--- src/sv/hkf_pkg.sv ---
// hkf_pkg: shared types and constants of the key report text framer
`timescale 1ns / 1ps

package hkf_pkg;

   // key codes of the boot keyboard usage table
   localparam logic [7:0] KEY_ENTER      = 8'h28;
   localparam logic [7:0] KEY_LETTER_LO  = 8'h04;
   localparam logic [7:0] KEY_LETTER_HI  = 8'h1d;
   localparam logic [7:0] KEY_DIGIT_LO   = 8'h1e;
   localparam logic [7:0] KEY_DIGIT_HI   = 8'h27;
   localparam logic [7:0] KEY_NONE       = 8'h00;
   localparam logic [7:0] KEY_ROLLOVER   = 8'h01;

   localparam logic [7:0] ASCII_UPPER_A  = 8'h41;
   localparam logic [7:0] ASCII_LOWER_A  = 8'h61;
   localparam logic [7:0] ASCII_ZERO     = 8'h30;
   localparam logic [7:0] ASCII_ONE      = 8'h31;
   localparam logic [7:0] ASCII_NUL      = 8'h00;

   localparam logic [7:0] START_MARKER_RESET = 8'h02;
   localparam logic [7:0] END_MARKER_RESET   = 8'h03;

   localparam int QUEUE_DEPTH = 2;

   typedef enum logic [0:0] {
      CSR_START_MARKER = 1'b0,
      CSR_END_MARKER   = 1'b1
   } csr_index_type;

   typedef enum logic [0:0] {
      CMD_STORE = 1'b0,
      CMD_FLUSH = 1'b1
   } cmd_kind_type;

   typedef struct packed {
      cmd_kind_type kind;
      logic [7:0]   code;
   } cmd_type;

   typedef enum logic [2:0] {
      BK_IDLE,
      BK_START,
      BK_READ,
      BK_CHAR,
      BK_END
   } back_state_type;

   function automatic logic [7:0] key_to_ascii(input logic upper, input logic [7:0] key);
      logic [7:0] res;
      res = ASCII_NUL;
      if (key >= KEY_LETTER_LO && key <= KEY_LETTER_HI) begin
         res = (upper ? ASCII_UPPER_A : ASCII_LOWER_A) + (key - KEY_LETTER_LO);
      end else if (key >= KEY_DIGIT_LO && key <= KEY_DIGIT_HI) begin
         if (key == KEY_DIGIT_HI) begin
            res = ASCII_ZERO;
         end else begin
            res = ASCII_ONE + (key - KEY_DIGIT_LO);
         end
      end
      return res;
   endfunction

endpackage

--- src/sv/hkf_req_if.sv ---
// hkf_req_if: keyboard report channel
`timescale 1ns / 1ps

interface hkf_req_if;
   logic       valid;
   logic       ready;
   logic [7:0] key_pos2;
   logic [7:0] key_pos3;
   logic [7:0] key_pos4;
   logic [7:0] key_pos5;
   logic [7:0] key_pos6;
   logic [7:0] key_pos7;

   modport source (
      output valid, key_pos2, key_pos3, key_pos4, key_pos5, key_pos6, key_pos7,
      input  ready
   );
   modport sink (
      input  valid, key_pos2, key_pos3, key_pos4, key_pos5, key_pos6, key_pos7,
      output ready
   );
endinterface

--- src/sv/hkf_rsp_if.sv ---
// hkf_rsp_if: message byte channel
`timescale 1ns / 1ps

interface hkf_rsp_if;
   logic       valid;
   logic       ready;
   logic [7:0] out_byte;
   logic       is_last;

   modport source (
      output valid, out_byte, is_last,
      input  ready
   );
   modport sink (
      input  valid, out_byte, is_last,
      output ready
   );
endinterface

--- src/sv/hid_key_report_to_text_framer.sv ---
// hid_key_report_to_text_framer: keyboard report to framed text message top level
//
// req_chan takes one boot keyboard report per item (six key slots). A report
// whose first slot is 0 or 1 is taken and dropped. Otherwise the highest
// nonzero slot is the key: Enter flushes the stored text, any other key is
// mapped to ascii and stored (dropped once the store is full).
// rsp_chan gives the message bytes: start marker, stored characters up to the
// first stored zero, then the end marker with is_last set.
// Reports are classified combinationally and queued; a report is taken every
// cycle while the command queue has room. The back end takes one command per
// cycle while idle; a key lands in the store as it leaves the queue.
// A flush shows the start marker, then each character (store read, then output
// register), then the end marker; no command is taken until it is done.
// When the receiver stalls, the output register holds its byte and the back
// end waits; reports keep being taken until the queue is full.
// Reset clears the queue, the sequencer and the fill count and loads the
// markers with 2 and 3; the character store itself is not cleared.
// csr_we with csr_index writes the start or end marker; the user must do so
// only while idle, as the block does not enforce it.
`timescale 1ns / 1ps

module hid_key_report_to_text_framer #(
   parameter int CODE_CAPACITY = 32
) (
   input  logic                  clock,
   input  logic                  reset,
   input  logic                  csr_we,
   input  hkf_pkg::csr_index_type csr_index,
   input  logic [7:0]            csr_wdata,
   hkf_req_if.sink               req_chan,
   hkf_rsp_if.source             rsp_chan
);
   import hkf_pkg::*;

   logic [7:0] start_marker_ff;
   logic [7:0] end_marker_ff;
   logic       push_valid;
   cmd_type    push_cmd;
   logic       push_ready;
   logic       pop_valid;
   cmd_type    pop_cmd;
   logic       pop;

   always_ff @(posedge clock) begin
      if (reset) begin
         start_marker_ff <= START_MARKER_RESET;
         end_marker_ff   <= END_MARKER_RESET;
      end else if (csr_we) begin
         case (csr_index)
            CSR_START_MARKER: start_marker_ff <= csr_wdata;
            CSR_END_MARKER:   end_marker_ff   <= csr_wdata;
            default: ;
         endcase
      end
   end

   hkf_front u_front (
      .req        (req_chan),
      .push_valid (push_valid),
      .push_cmd   (push_cmd),
      .push_ready (push_ready)
   );

   hkf_queue u_queue (
      .clock      (clock),
      .reset      (reset),
      .push_valid (push_valid),
      .push_cmd   (push_cmd),
      .push_ready (push_ready),
      .pop_valid  (pop_valid),
      .pop_cmd    (pop_cmd),
      .pop        (pop)
   );

   hkf_back #(
      .CODE_CAPACITY (CODE_CAPACITY)
   ) u_back (
      .clock        (clock),
      .reset        (reset),
      .cmd_valid    (pop_valid),
      .cmd          (pop_cmd),
      .cmd_pop      (pop),
      .start_marker (start_marker_ff),
      .end_marker   (end_marker_ff),
      .rsp          (rsp_chan)
   );
endmodule

--- src/sv/hkf_ram.sv ---
// hkf_ram: generic single write port ram with registered read
`timescale 1ns / 1ps

module hkf_ram #(
   parameter int WIDTH = 8,
   parameter int DEPTH = 32
) (
   input  logic                                  clock,
   input  logic                                  we,
   input  logic [(DEPTH > 1 ? $clog2(DEPTH) : 1)-1:0] waddr,
   input  logic [WIDTH-1:0]                      wdata,
   input  logic                                  re,
   input  logic [(DEPTH > 1 ? $clog2(DEPTH) : 1)-1:0] raddr,
   output logic [WIDTH-1:0]                      rdata
);
   logic [WIDTH-1:0] mem_ff [DEPTH];
   logic [WIDTH-1:0] rdata_ff;

   always_ff @(posedge clock) begin
      if (we) begin
         mem_ff[waddr] <= wdata;
      end
      if (re) begin
         rdata_ff <= mem_ff[raddr];
      end
   end

   assign rdata = rdata_ff;
endmodule

--- src/sv/hkf_front.sv ---
// hkf_front: report qualification, key selection and ascii mapping
`timescale 1ns / 1ps

module hkf_front (
   hkf_req_if.sink          req,
   output logic             push_valid,
   output hkf_pkg::cmd_type push_cmd,
   input  logic             push_ready
);
   import hkf_pkg::*;

   logic [7:0] slot [6];
   logic [7:0] key;
   logic       upper;
   logic       voided;

   assign slot[0] = req.key_pos2;
   assign slot[1] = req.key_pos3;
   assign slot[2] = req.key_pos4;
   assign slot[3] = req.key_pos5;
   assign slot[4] = req.key_pos6;
   assign slot[5] = req.key_pos7;

   // highest nonzero slot wins; upper case unless it is the first slot
   always_comb begin
      key   = slot[0];
      upper = 1'b0;
      for (int i = 1; i < 6; i++) begin
         if (slot[i] != KEY_NONE) begin
            key   = slot[i];
            upper = 1'b1;
         end
      end
   end

   assign voided = (slot[0] == KEY_NONE) || (slot[0] == KEY_ROLLOVER);

   always_comb begin
      push_cmd.kind = (key == KEY_ENTER) ? CMD_FLUSH : CMD_STORE;
      push_cmd.code = key_to_ascii(upper, key);
   end

   // voided reports are taken and dropped
   assign push_valid = req.valid && !voided;
   assign req.ready  = push_ready;
endmodule

--- src/sv/hkf_queue.sv ---
// hkf_queue: short command queue between front and back
`timescale 1ns / 1ps

module hkf_queue (
   input  logic             clock,
   input  logic             reset,
   input  logic             push_valid,
   input  hkf_pkg::cmd_type push_cmd,
   output logic             push_ready,
   output logic             pop_valid,
   output hkf_pkg::cmd_type pop_cmd,
   input  logic             pop
);
   import hkf_pkg::*;

   localparam int PTR_W = (QUEUE_DEPTH > 1) ? $clog2(QUEUE_DEPTH) : 1;
   localparam int CNT_W = $clog2(QUEUE_DEPTH + 1);

   cmd_type          entry_ff [QUEUE_DEPTH];
   logic [PTR_W-1:0] wr_ptr_ff, wr_ptr_in;
   logic [PTR_W-1:0] rd_ptr_ff, rd_ptr_in;
   logic [CNT_W-1:0] count_ff, count_in;
   logic             do_push;
   logic             do_pop;

   assign push_ready = (count_ff != CNT_W'(QUEUE_DEPTH));
   assign pop_valid  = (count_ff != '0);
   assign pop_cmd    = entry_ff[rd_ptr_ff];
   assign do_push    = push_valid && push_ready;
   assign do_pop     = pop && pop_valid;

   always_comb begin
      wr_ptr_in = wr_ptr_ff;
      rd_ptr_in = rd_ptr_ff;
      count_in  = count_ff;
      if (do_push) begin
         wr_ptr_in = (wr_ptr_ff == PTR_W'(QUEUE_DEPTH - 1)) ? '0 : wr_ptr_ff + PTR_W'(1);
      end
      if (do_pop) begin
         rd_ptr_in = (rd_ptr_ff == PTR_W'(QUEUE_DEPTH - 1)) ? '0 : rd_ptr_ff + PTR_W'(1);
      end
      if (do_push && !do_pop) begin
         count_in = count_ff + CNT_W'(1);
      end else if (do_pop && !do_push) begin
         count_in = count_ff - CNT_W'(1);
      end
   end

   always_ff @(posedge clock) begin
      if (reset) begin
         wr_ptr_ff <= '0;
         rd_ptr_ff <= '0;
         count_ff  <= '0;
      end else begin
         wr_ptr_ff <= wr_ptr_in;
         rd_ptr_ff <= rd_ptr_in;
         count_ff  <= count_in;
      end
   end

   always_ff @(posedge clock) begin
      if (do_push) begin
         entry_ff[wr_ptr_ff] <= push_cmd;
      end
   end
endmodule

--- src/sv/hkf_back.sv ---
// hkf_back: character store and message emission sequencer
`timescale 1ns / 1ps

module hkf_back #(
   parameter int CODE_CAPACITY = 32
) (
   input  logic             clock,
   input  logic             reset,
   input  logic             cmd_valid,
   input  hkf_pkg::cmd_type cmd,
   output logic             cmd_pop,
   input  logic [7:0]       start_marker,
   input  logic [7:0]       end_marker,
   hkf_rsp_if.source        rsp
);
   import hkf_pkg::*;

   localparam int CNT_W = $clog2(CODE_CAPACITY + 1);
   localparam int AW    = (CODE_CAPACITY > 1) ? $clog2(CODE_CAPACITY) : 1;

   back_state_type   state_ff, state_in;
   logic [CNT_W-1:0] fill_ff, fill_in;
   logic [CNT_W-1:0] idx_ff, idx_in;
   logic             out_valid_ff, out_valid_in;
   logic [7:0]       out_byte_ff, out_byte_in;
   logic             out_last_ff, out_last_in;
   logic             out_free;
   logic             ram_we;
   logic             ram_re;
   logic [7:0]       ram_rdata;

   hkf_ram #(
      .WIDTH (8),
      .DEPTH (CODE_CAPACITY)
   ) u_store (
      .clock (clock),
      .we    (ram_we),
      .waddr (fill_ff[AW-1:0]),
      .wdata (cmd.code),
      .re    (ram_re),
      .raddr (idx_ff[AW-1:0]),
      .rdata (ram_rdata)
   );

   assign out_free = !out_valid_ff || rsp.ready;

   always_comb begin
      state_in     = state_ff;
      fill_in      = fill_ff;
      idx_in       = idx_ff;
      out_valid_in = out_valid_ff && !rsp.ready;
      out_byte_in  = out_byte_ff;
      out_last_in  = out_last_ff;
      cmd_pop      = 1'b0;
      ram_we       = 1'b0;
      ram_re       = 1'b0;
      unique case (state_ff)
         BK_IDLE: begin
            if (cmd_valid) begin
               cmd_pop = 1'b1;
               if (cmd.kind == CMD_FLUSH) begin
                  idx_in   = '0;
                  state_in = BK_START;
               end else if (fill_ff < CNT_W'(CODE_CAPACITY)) begin
                  // keys beyond capacity are dropped
                  ram_we  = 1'b1;
                  fill_in = fill_ff + CNT_W'(1);
               end
            end
         end
         BK_START: begin
            if (out_free) begin
               out_valid_in = 1'b1;
               out_byte_in  = start_marker;
               out_last_in  = 1'b0;
               state_in     = BK_READ;
            end
         end
         BK_READ: begin
            if (idx_ff < fill_ff) begin
               ram_re   = 1'b1;
               state_in = BK_CHAR;
            end else begin
               state_in = BK_END;
            end
         end
         BK_CHAR: begin
            // a stored zero ends the message early
            if (ram_rdata == ASCII_NUL) begin
               state_in = BK_END;
            end else if (out_free) begin
               out_valid_in = 1'b1;
               out_byte_in  = ram_rdata;
               out_last_in  = 1'b0;
               idx_in       = idx_ff + CNT_W'(1);
               state_in     = BK_READ;
            end
         end
         BK_END: begin
            if (out_free) begin
               out_valid_in = 1'b1;
               out_byte_in  = end_marker;
               out_last_in  = 1'b1;
               fill_in      = '0;
               state_in     = BK_IDLE;
            end
         end
         default: begin
            state_in = BK_IDLE;
         end
      endcase
   end

   always_ff @(posedge clock) begin
      if (reset) begin
         state_ff     <= BK_IDLE;
         fill_ff      <= '0;
         idx_ff       <= '0;
         out_valid_ff <= 1'b0;
      end else begin
         state_ff     <= state_in;
         fill_ff      <= fill_in;
         idx_ff       <= idx_in;
         out_valid_ff <= out_valid_in;
      end
   end

   always_ff @(posedge clock) begin
      out_byte_ff <= out_byte_in;
      out_last_ff <= out_last_in;
   end

   assign rsp.valid    = out_valid_ff;
   assign rsp.out_byte = out_byte_ff;
   assign rsp.is_last  = out_last_ff;
endmodule

--- src/flat_wrapper.sv ---
// flat-port wrapper written by rule: the top's interface ports become plain ports
module hid_key_report_to_text_framer_flat import hkf_pkg::*;
#(
   parameter int CODE_CAPACITY = 32
)
  (clock, reset, csr_we, csr_index, csr_wdata, req_chan_valid, req_chan_key_pos2, req_chan_key_pos3, req_chan_key_pos4, req_chan_key_pos5, req_chan_key_pos6, req_chan_key_pos7, req_chan_ready, rsp_chan_valid, rsp_chan_out_byte, rsp_chan_is_last, rsp_chan_ready);
  hkf_req_if req_chan_i ();
  hkf_rsp_if rsp_chan_i ();
  input  logic clock;
  input  logic reset;
  input  logic csr_we;
  input  hkf_pkg::csr_index_type csr_index;
  input  logic [7:0] csr_wdata;
  input wire logic [$bits(req_chan_i.valid)-1:0] req_chan_valid;
  input wire logic [$bits(req_chan_i.key_pos2)-1:0] req_chan_key_pos2;
  input wire logic [$bits(req_chan_i.key_pos3)-1:0] req_chan_key_pos3;
  input wire logic [$bits(req_chan_i.key_pos4)-1:0] req_chan_key_pos4;
  input wire logic [$bits(req_chan_i.key_pos5)-1:0] req_chan_key_pos5;
  input wire logic [$bits(req_chan_i.key_pos6)-1:0] req_chan_key_pos6;
  input wire logic [$bits(req_chan_i.key_pos7)-1:0] req_chan_key_pos7;
  output wire logic [$bits(req_chan_i.ready)-1:0] req_chan_ready;
  output wire logic [$bits(rsp_chan_i.valid)-1:0] rsp_chan_valid;
  output wire logic [$bits(rsp_chan_i.out_byte)-1:0] rsp_chan_out_byte;
  output wire logic [$bits(rsp_chan_i.is_last)-1:0] rsp_chan_is_last;
  input wire logic [$bits(rsp_chan_i.ready)-1:0] rsp_chan_ready;
  assign req_chan_i.valid = req_chan_valid;
  assign req_chan_i.key_pos2 = req_chan_key_pos2;
  assign req_chan_i.key_pos3 = req_chan_key_pos3;
  assign req_chan_i.key_pos4 = req_chan_key_pos4;
  assign req_chan_i.key_pos5 = req_chan_key_pos5;
  assign req_chan_i.key_pos6 = req_chan_key_pos6;
  assign req_chan_i.key_pos7 = req_chan_key_pos7;
  assign req_chan_ready = req_chan_i.ready;
  assign rsp_chan_valid = rsp_chan_i.valid;
  assign rsp_chan_out_byte = rsp_chan_i.out_byte;
  assign rsp_chan_is_last = rsp_chan_i.is_last;
  assign rsp_chan_i.ready = rsp_chan_ready;
  hid_key_report_to_text_framer #(.CODE_CAPACITY(CODE_CAPACITY)) u_core (.clock(clock), .reset(reset), .csr_we(csr_we), .csr_index(csr_index), .csr_wdata(csr_wdata), .req_chan(req_chan_i), .rsp_chan(rsp_chan_i));
endmodule
--- config.mk ---
export PLATFORM = sky130hd
export DESIGN_NAME = hid_key_report_to_text_framer_flat
export DESIGN_NICKNAME = d
export VERILOG_FILES = /design/src/sv/hkf_pkg.sv /design/src/sv/hkf_req_if.sv /design/src/sv/hkf_rsp_if.sv /design/src/sv/hid_key_report_to_text_framer.sv /design/src/sv/hkf_ram.sv /design/src/sv/hkf_front.sv /design/src/sv/hkf_queue.sv /design/src/sv/hkf_back.sv /design/src/flat_wrapper.sv
export SDC_FILE = /design/constraint.sdc
export NUM_CORES = 1
export LEC_CHECK = 0
export ABC_AREA = 1
export BUFFER_PORTS_ARGS = -buffer_cell sky130_fd_sc_hd__buf_2
export CAP_MARGIN = 15
export CORE_MARGIN = 2
export CORE_UTILIZATION = 55
export DETAILED_ROUTE_END_ITERATION = 8
export GPL_TIMING_DRIVEN = 0
export PLACE_DENSITY = 0.83
export SLEW_MARGIN = 20
export SYNTH_ARGS = -nofsm -noshare
export SYNTH_HDL_FRONTEND = slang
export SYNTH_SLANG_ARGS = --single-unit
--- constraint.sdc ---
create_clock -name clock -period 2.7 [get_ports clock]
set_clock_uncertainty 0.2 [all_clocks]
set_input_delay 0.27 -clock clock [delete_from_list [all_inputs] [get_ports clock]]
set_output_delay 0.27 -clock clock [all_outputs]
set_load 0.005 [all_outputs]
# Word level (Yosys, flattened, before mapping)
# Memory sizes are Yosys's and may differ from the RTL's. A register that Yosys moved wholly into a read port is not among the register bits.
# Index checks and enable logic that the tools add are counted.
# totals
regBits	45
ramBits	274
wordCells	144
memories	2
# classes
addsub	10
magnitude_cmp	6
n_eq_ne	16
muxes	62
bitwise_logic	1
reduce_logical	36
# mem_list
name	words	width	rd	rd_clocked_by_memory_dff	write_ports	line_no	text
u_core.u_back.u_store.mem_ff	32	8	1	1	1	hkf_ram.sv:16	logic [WIDTH-1:0] mem_ff [DEPTH];
u_core.u_queue.entry_ff	2	9	1	1	1	hkf_queue.sv:19	cmd_type entry_ff [QUEUE_DEPTH];
# ops
cell	count
$mux W8	12
$mux W6	9
$reduce_bool A8 Y1	5
$mux W1	27
$pmux W6 S2	2
$pmux W8 S3	1
$mux W3	6
$eq A8 B6 Y1 const B	2
$logic_not A8 Y1	2
$pmux W3 S5	1
$reduce_and A5 Y1	3
$ne A2 B2 Y1 const B	7
$add A6 B1 Y6 const B	2
$add A6 B8 Y8 const A	1
$add A7 B8 Y8	1
$eq A8 B1 Y1 const B	1
$ge A8 B3 Y1 const B	1
$ge A8 B5 Y1 const B	1
$le A8 B5 Y1 const B	1
$le A8 B6 Y1 const B	1
$logic_and A1 B1 Y1	8
$reduce_bool A2 Y1	4
$sub A8 B3 Y8 const B	1
$sub A8 B5 Y8 const B	1
20 further kinds	31

# Longest topological paths before layout
# logic_depth
ltp_word	11
depth_mapped	20
mapped_depth_nobuf	20

# Modules after synthesis
# A second synthesis with hierarchy kept.
# unflattened
hier_cells	1525
hier_area_um2	15250.9
# by_module_without_submodules
mod	instances	cells_per_inst	area_per_inst_um2
hkf_ram	1	922	10866.7
hkf_back	1	211	1485.2
hkf_front	1	241	1356.3
hkf_queue	1	65	905.9
hid_key_report_to_text_framer	1	86	636.9

# Worst setup path after synthesis
# No wires, ideal clock.
# synth_path
path_kind	input to register
start	in req_chan_key_pos3[7]
end	mem u_core.u_queue.entry_ff[0][6] (netlist name), data pin
setup_time_ps	258
arrival_ps	2223
setup_slack_ps	19
cell_stages	20
path_cell_list	nor2_1 > nand2_1 > nor2_4 > nand2_1 > nand2_1 > nand2_1 > nand2_1 > nand2_1 > nand2_2 > nand2_4 > nand2_8 > inv_6 > ha_1 > inv_1 > ha_1 > inv_1 > o21ai_0 > xnor2_1 > or2_1 > nand2_1
# synth_rtl
element	line_no	text
from (decl)	flat_wrapper.sv:16	input wire logic [$bits(req_chan_i.key_pos3)-1:0] req_chan_key_pos3;
to (decl)	hkf_queue.sv:19	

# Worst setup path in the final report
# layout_path
start	reg u_core.u_back.idx_ff[0]
end	reg u_core.u_back.u_store.rdata_ff[3], in the netlist u_core.u_back.u_store.rdata[3], read port of u_core.u_back.u_store.mem_ff, data pin
# layout_between
elab_chain_cells	3
# layout_rtl
element	line_no	text
from (decl)	hkf_back.sv:23	logic [CNT_W-1:0] idx_ff, idx_in;
from (signal assigned)	hkf_back.sv:123	idx_ff <= idx_in;
$lt A6 B6 Y1	hkf_back.sv:80	if (idx_ff < fill_ff) begin
$mux W1	hkf_back.sv:80	
$mux W1	hkf_back.sv:57	unique case (state_ff)
to (decl)	hkf_ram.sv:17	logic [WIDTH-1:0] rdata_ff;
# Several ways; a longest one is shown, not always the timed one.
# A chain may end at the register's enable or synchronous reset.

==> results_dict.tcl <==
set metrics [dict create \
    status "finished with violations" \
    violations "negative setup slack" \
    globalRouteOverflowTotal 0 \
    p_per_area_mw_per_mm2 808.3 \
    synthesis.area_mm2 0.01443 \
    postRouteWirelength_mm 40.00 \
    min_delay_path_depth 4 \
    routabilityCongestion 0.9690 \
    post_drt_via_cell_ratio 6.129 \
    design.die.area_mm2 0.02754 \
    placedCellCount 1740 \
    post_synth.cell_area_avg_um2 10.82 \
    finalWorstSetupSlack_ps -94.84 \
    worstPathArrival_ps 2890 \
    initial_utilization_pct 55.67 \
    cts_num_sinks 328 \
    yosys_register_bits 328 \
    maxClockFrequency_ghz 0.3578 \
    layout_worst_path_cycle_share_pct 103.5 \
    detail_route.first_pass.iterations 5 \
    num_io_pins 73 \
    worst_vdd_ir_uv 597.8 \
    port_buffers 72 \
    layout_commonest_cell "edfxtp_1" \
    worst_path_fanout_max 10 \
    p_seq_share_pct 45.7 \
    slew_violations 0 \
    design_area_mm2 0.01732 \
    globalRouteTotalUtil_pct 26.95 \
    pin_count_of_the_biggest_net_entering_global_routing 33 \
    worst_hold_class "in -> reg" \
    detailed_place_hpwl_mm 25.08 \
    report.power.total_uw 14000 \
    syn_nets 1419 \
    cts.clk_slew.worst_paths_ps 70 \
    post_layout_minimum_cycle_time_ps 2795 \
    worstPathRequired_ps 2800 \
    clock_tree_from_tritoncts "yes" \
    start_kind "flop" \
    route.vias.total 11340 \
    first_pass_grt_wire_length_mm 57.86 \
    clock_tree.htree_level_count 1 \
    cp-end-kind "flop" \
    core-area_mm2 0.02591 \
    core.rowCount 59 \
    place_worst_setup_slack_ps -466.1 \
    leakagePower_uw 0.006192 \
    clock_latency_at_the_later_pin_of_the_worst_skew_pair_ps 550 \
    r2r.worst_path.cells 10 \
    final_cells 1850 \
    final-hold-violation-count 0 \
    tightestPinTransition_ps 817.8 \
    detail_route.iter0.violations 1626 \
    grt_setup_unrepaired "true" \
    ys.warnings.count 0 \
    clk_root_buffer_cell "clkbuf_16" \
    timing.setup.critical_path_class "reg -> reg" \
    synthDistinctLibCells 50 \
    layout.nets 1577 \
    p_sw_share_pct 30.53 \
    switchingPower_uw 4275 \
    chipWidth_um 166.0 \
    combPwrFrac_pct 22.5 \
    flow.area_growth_from_synthesis_pct 20.09 \
    cts_max_path_buffers 3 \
    most-common-layout-cells "edfxtp_1, nor2_1, nand2_1, o21ai_0, buf_2" \
    drtAntennaViolNets 0 \
    p_int_uw 9728 \
    slew_headroom_pct 45.28 \
    postPlaceCellArea_mm2 0.01521 \
    fin_hold_ws_ps 31.44 \
    clockPowerShare_pct 31.8 \
    synth_sequential_area_ratio_pct 65.71 \
    synthesis.instances 1333 \
    first_global_vias 10700 \
    average_wire_length_per_cell_after_detail_routing_um 21.62 \
    antenna_found_initial 0 \
    post-route-drc-count 0 \
    cts_made_buffers 31 \
    die_y_um 166.0 \
    antenna-diode-count 0 \
    max_cap_viol_count 0 \
    timing.final.setup_violations 3 \
    fraction_of_layout_instances_using_a_drive_strength_above_1_pct 17.36 \
]
worst max-delay path, cell delays in order (launching register included):
cell	delay [ps]
dfxtp_4	400
buf_4	190
inv_2	70
buf_2	210
buf_4	210
o21ai_0	240
o221ai_1	250
nand3_1	220
nand3_1	110
o21ai_1	360
inv_1	70
synth_stat cells, drive strengths merged:
library cell / count / area, µm²
buf: 8 / 43.78
or2: 3 / 18.77
inv: 81 / 309.1
nor4: 4 / 25.02
o31ai: 2 / 15.01
nand3: 52 / 305.3
nor3: 9 / 45.04
o211ai: 11 / 82.58
nand3b: 3 / 35.03
o2111ai: 1 / 8.760
a211oi: 2 / 15.01
clkinv: 5 / 18.77
xnor2: 1 / 8.760
or4: 1 / 7.510
o21bai: 5 / 37.54
o21ai: 163 / 815.8
a21boi: 3 / 22.52
clkbuf: 49 / 183.9
dfxtp: 37 / 740.7
edfxtp: 291 / 8738
ha: 24 / 300.3
nor2: 261 / 1028
xor2: 4 / 35.03
nand4: 18 / 133.9
o22ai: 41 / 256.5
o221ai: 23 / 201.4
nor3b: 1 / 7.510
a21oi: 32 / 167.7
o21a: 1 / 7.510
a221oi: 1 / 8.760
and2: 1 / 6.260
nand2: 195 / 794.5
cells by family after synthesis:
| logic type | Yosys count | share of synthesized area, % |
|---|---|---|
| buffers and inverters | 143 | 3.851 |
| XOR/XNOR | 5 | 0.3036 |
| AO/OA/AOI/OAI | 285 | 11.36 |
| flip-flops | 328 | 65.71 |
| adder cells (fa/ha/maj) | 24 | 2.082 |
| AND/OR/NAND/NOR | 548 | 16.69 |
power groups by stage:
stage / clock network (µW) / registers, µW / logic [µW]
finish: 4460 / 6390 / 3150
global route: 4680 / 6410 / 3360
CTS: 4440 / 6400 / 2850
detailed placement: 0 / 6510 / 2770
global placement: 0 / 6490 / 2650
floorplan: 0 / 6460 / 1660
flip-flops by register name, summed over array words and instances, names as in the netlist, named ones only:
signal                        cells
u_core.end_marker_ff              8
u_core.start_marker_ff            8
u_core.u_back.fill_ff             6
u_core.u_back.idx_ff              6
u_core.u_back.rsp.is_last         1
u_core.u_back.rsp.out_byte        8
u_core.u_back.rsp.valid           1
u_core.u_back.state_ff            3
u_core.u_back.u_store.mem_ff    256
u_core.u_back.u_store.rdata       8
u_core.u_queue.count_ff           2
u_core.u_queue.entry_ff          18
u_core.u_queue.rd_ptr_ff          1
u_core.u_queue.wr_ptr_ff          1
per-stage QoR:
stage	TNS [ps]	utilization [%]
2_1_floorplan	0	-
3_3_place_gp	-17490	58.68
3_5_place_dp	-37470	58.69
4_1_cts	-14300	63.79
5_1_grt	-11910	66.86
6_report	-95.09	66.86
final timing paths:
check / start / end / slack, ps
hold / removal: csr_we / u_core.end_marker_ff[0] / 30
setup reg to reg: u_core.u_back.idx_ff[0] / u_core.u_back.u_store.rdata[3] / -90
hold reg to reg: u_core.u_queue.rd_ptr_ff / flop / 280
setup / recovery: u_core.u_back.idx_ff[0] / u_core.u_back.u_store.rdata[3] / -90
layout make-up:
class	instances	area (µm²)
clock buffers	42	837.1
repair buffers	124	1089
inverters	86	327.8
fillers	1725	8588
clock inverters	15	206.4
well taps	335	419.2
flip-flops and latches	328	9483
multi-input cells	863	4713
plain buffers	57	247.7
routing by layer:
metal  GRT usage [%]  routed length, µm
met1           33.56              14130
met2           46.65              19690
met3           4.671               4249
met4           11.49               1927
met5               0                  0
what timing repair did:
action,4_1_cts,5_1_grt
hold buffers,20,0
cloned,0,1
resized for setup,34,75
setup endpoints to repair,264,286
pin swaps,2,31
endpoints found under the hold margin,29,0
setup buffers,0,32
Power figures use the tool's default switching activity.
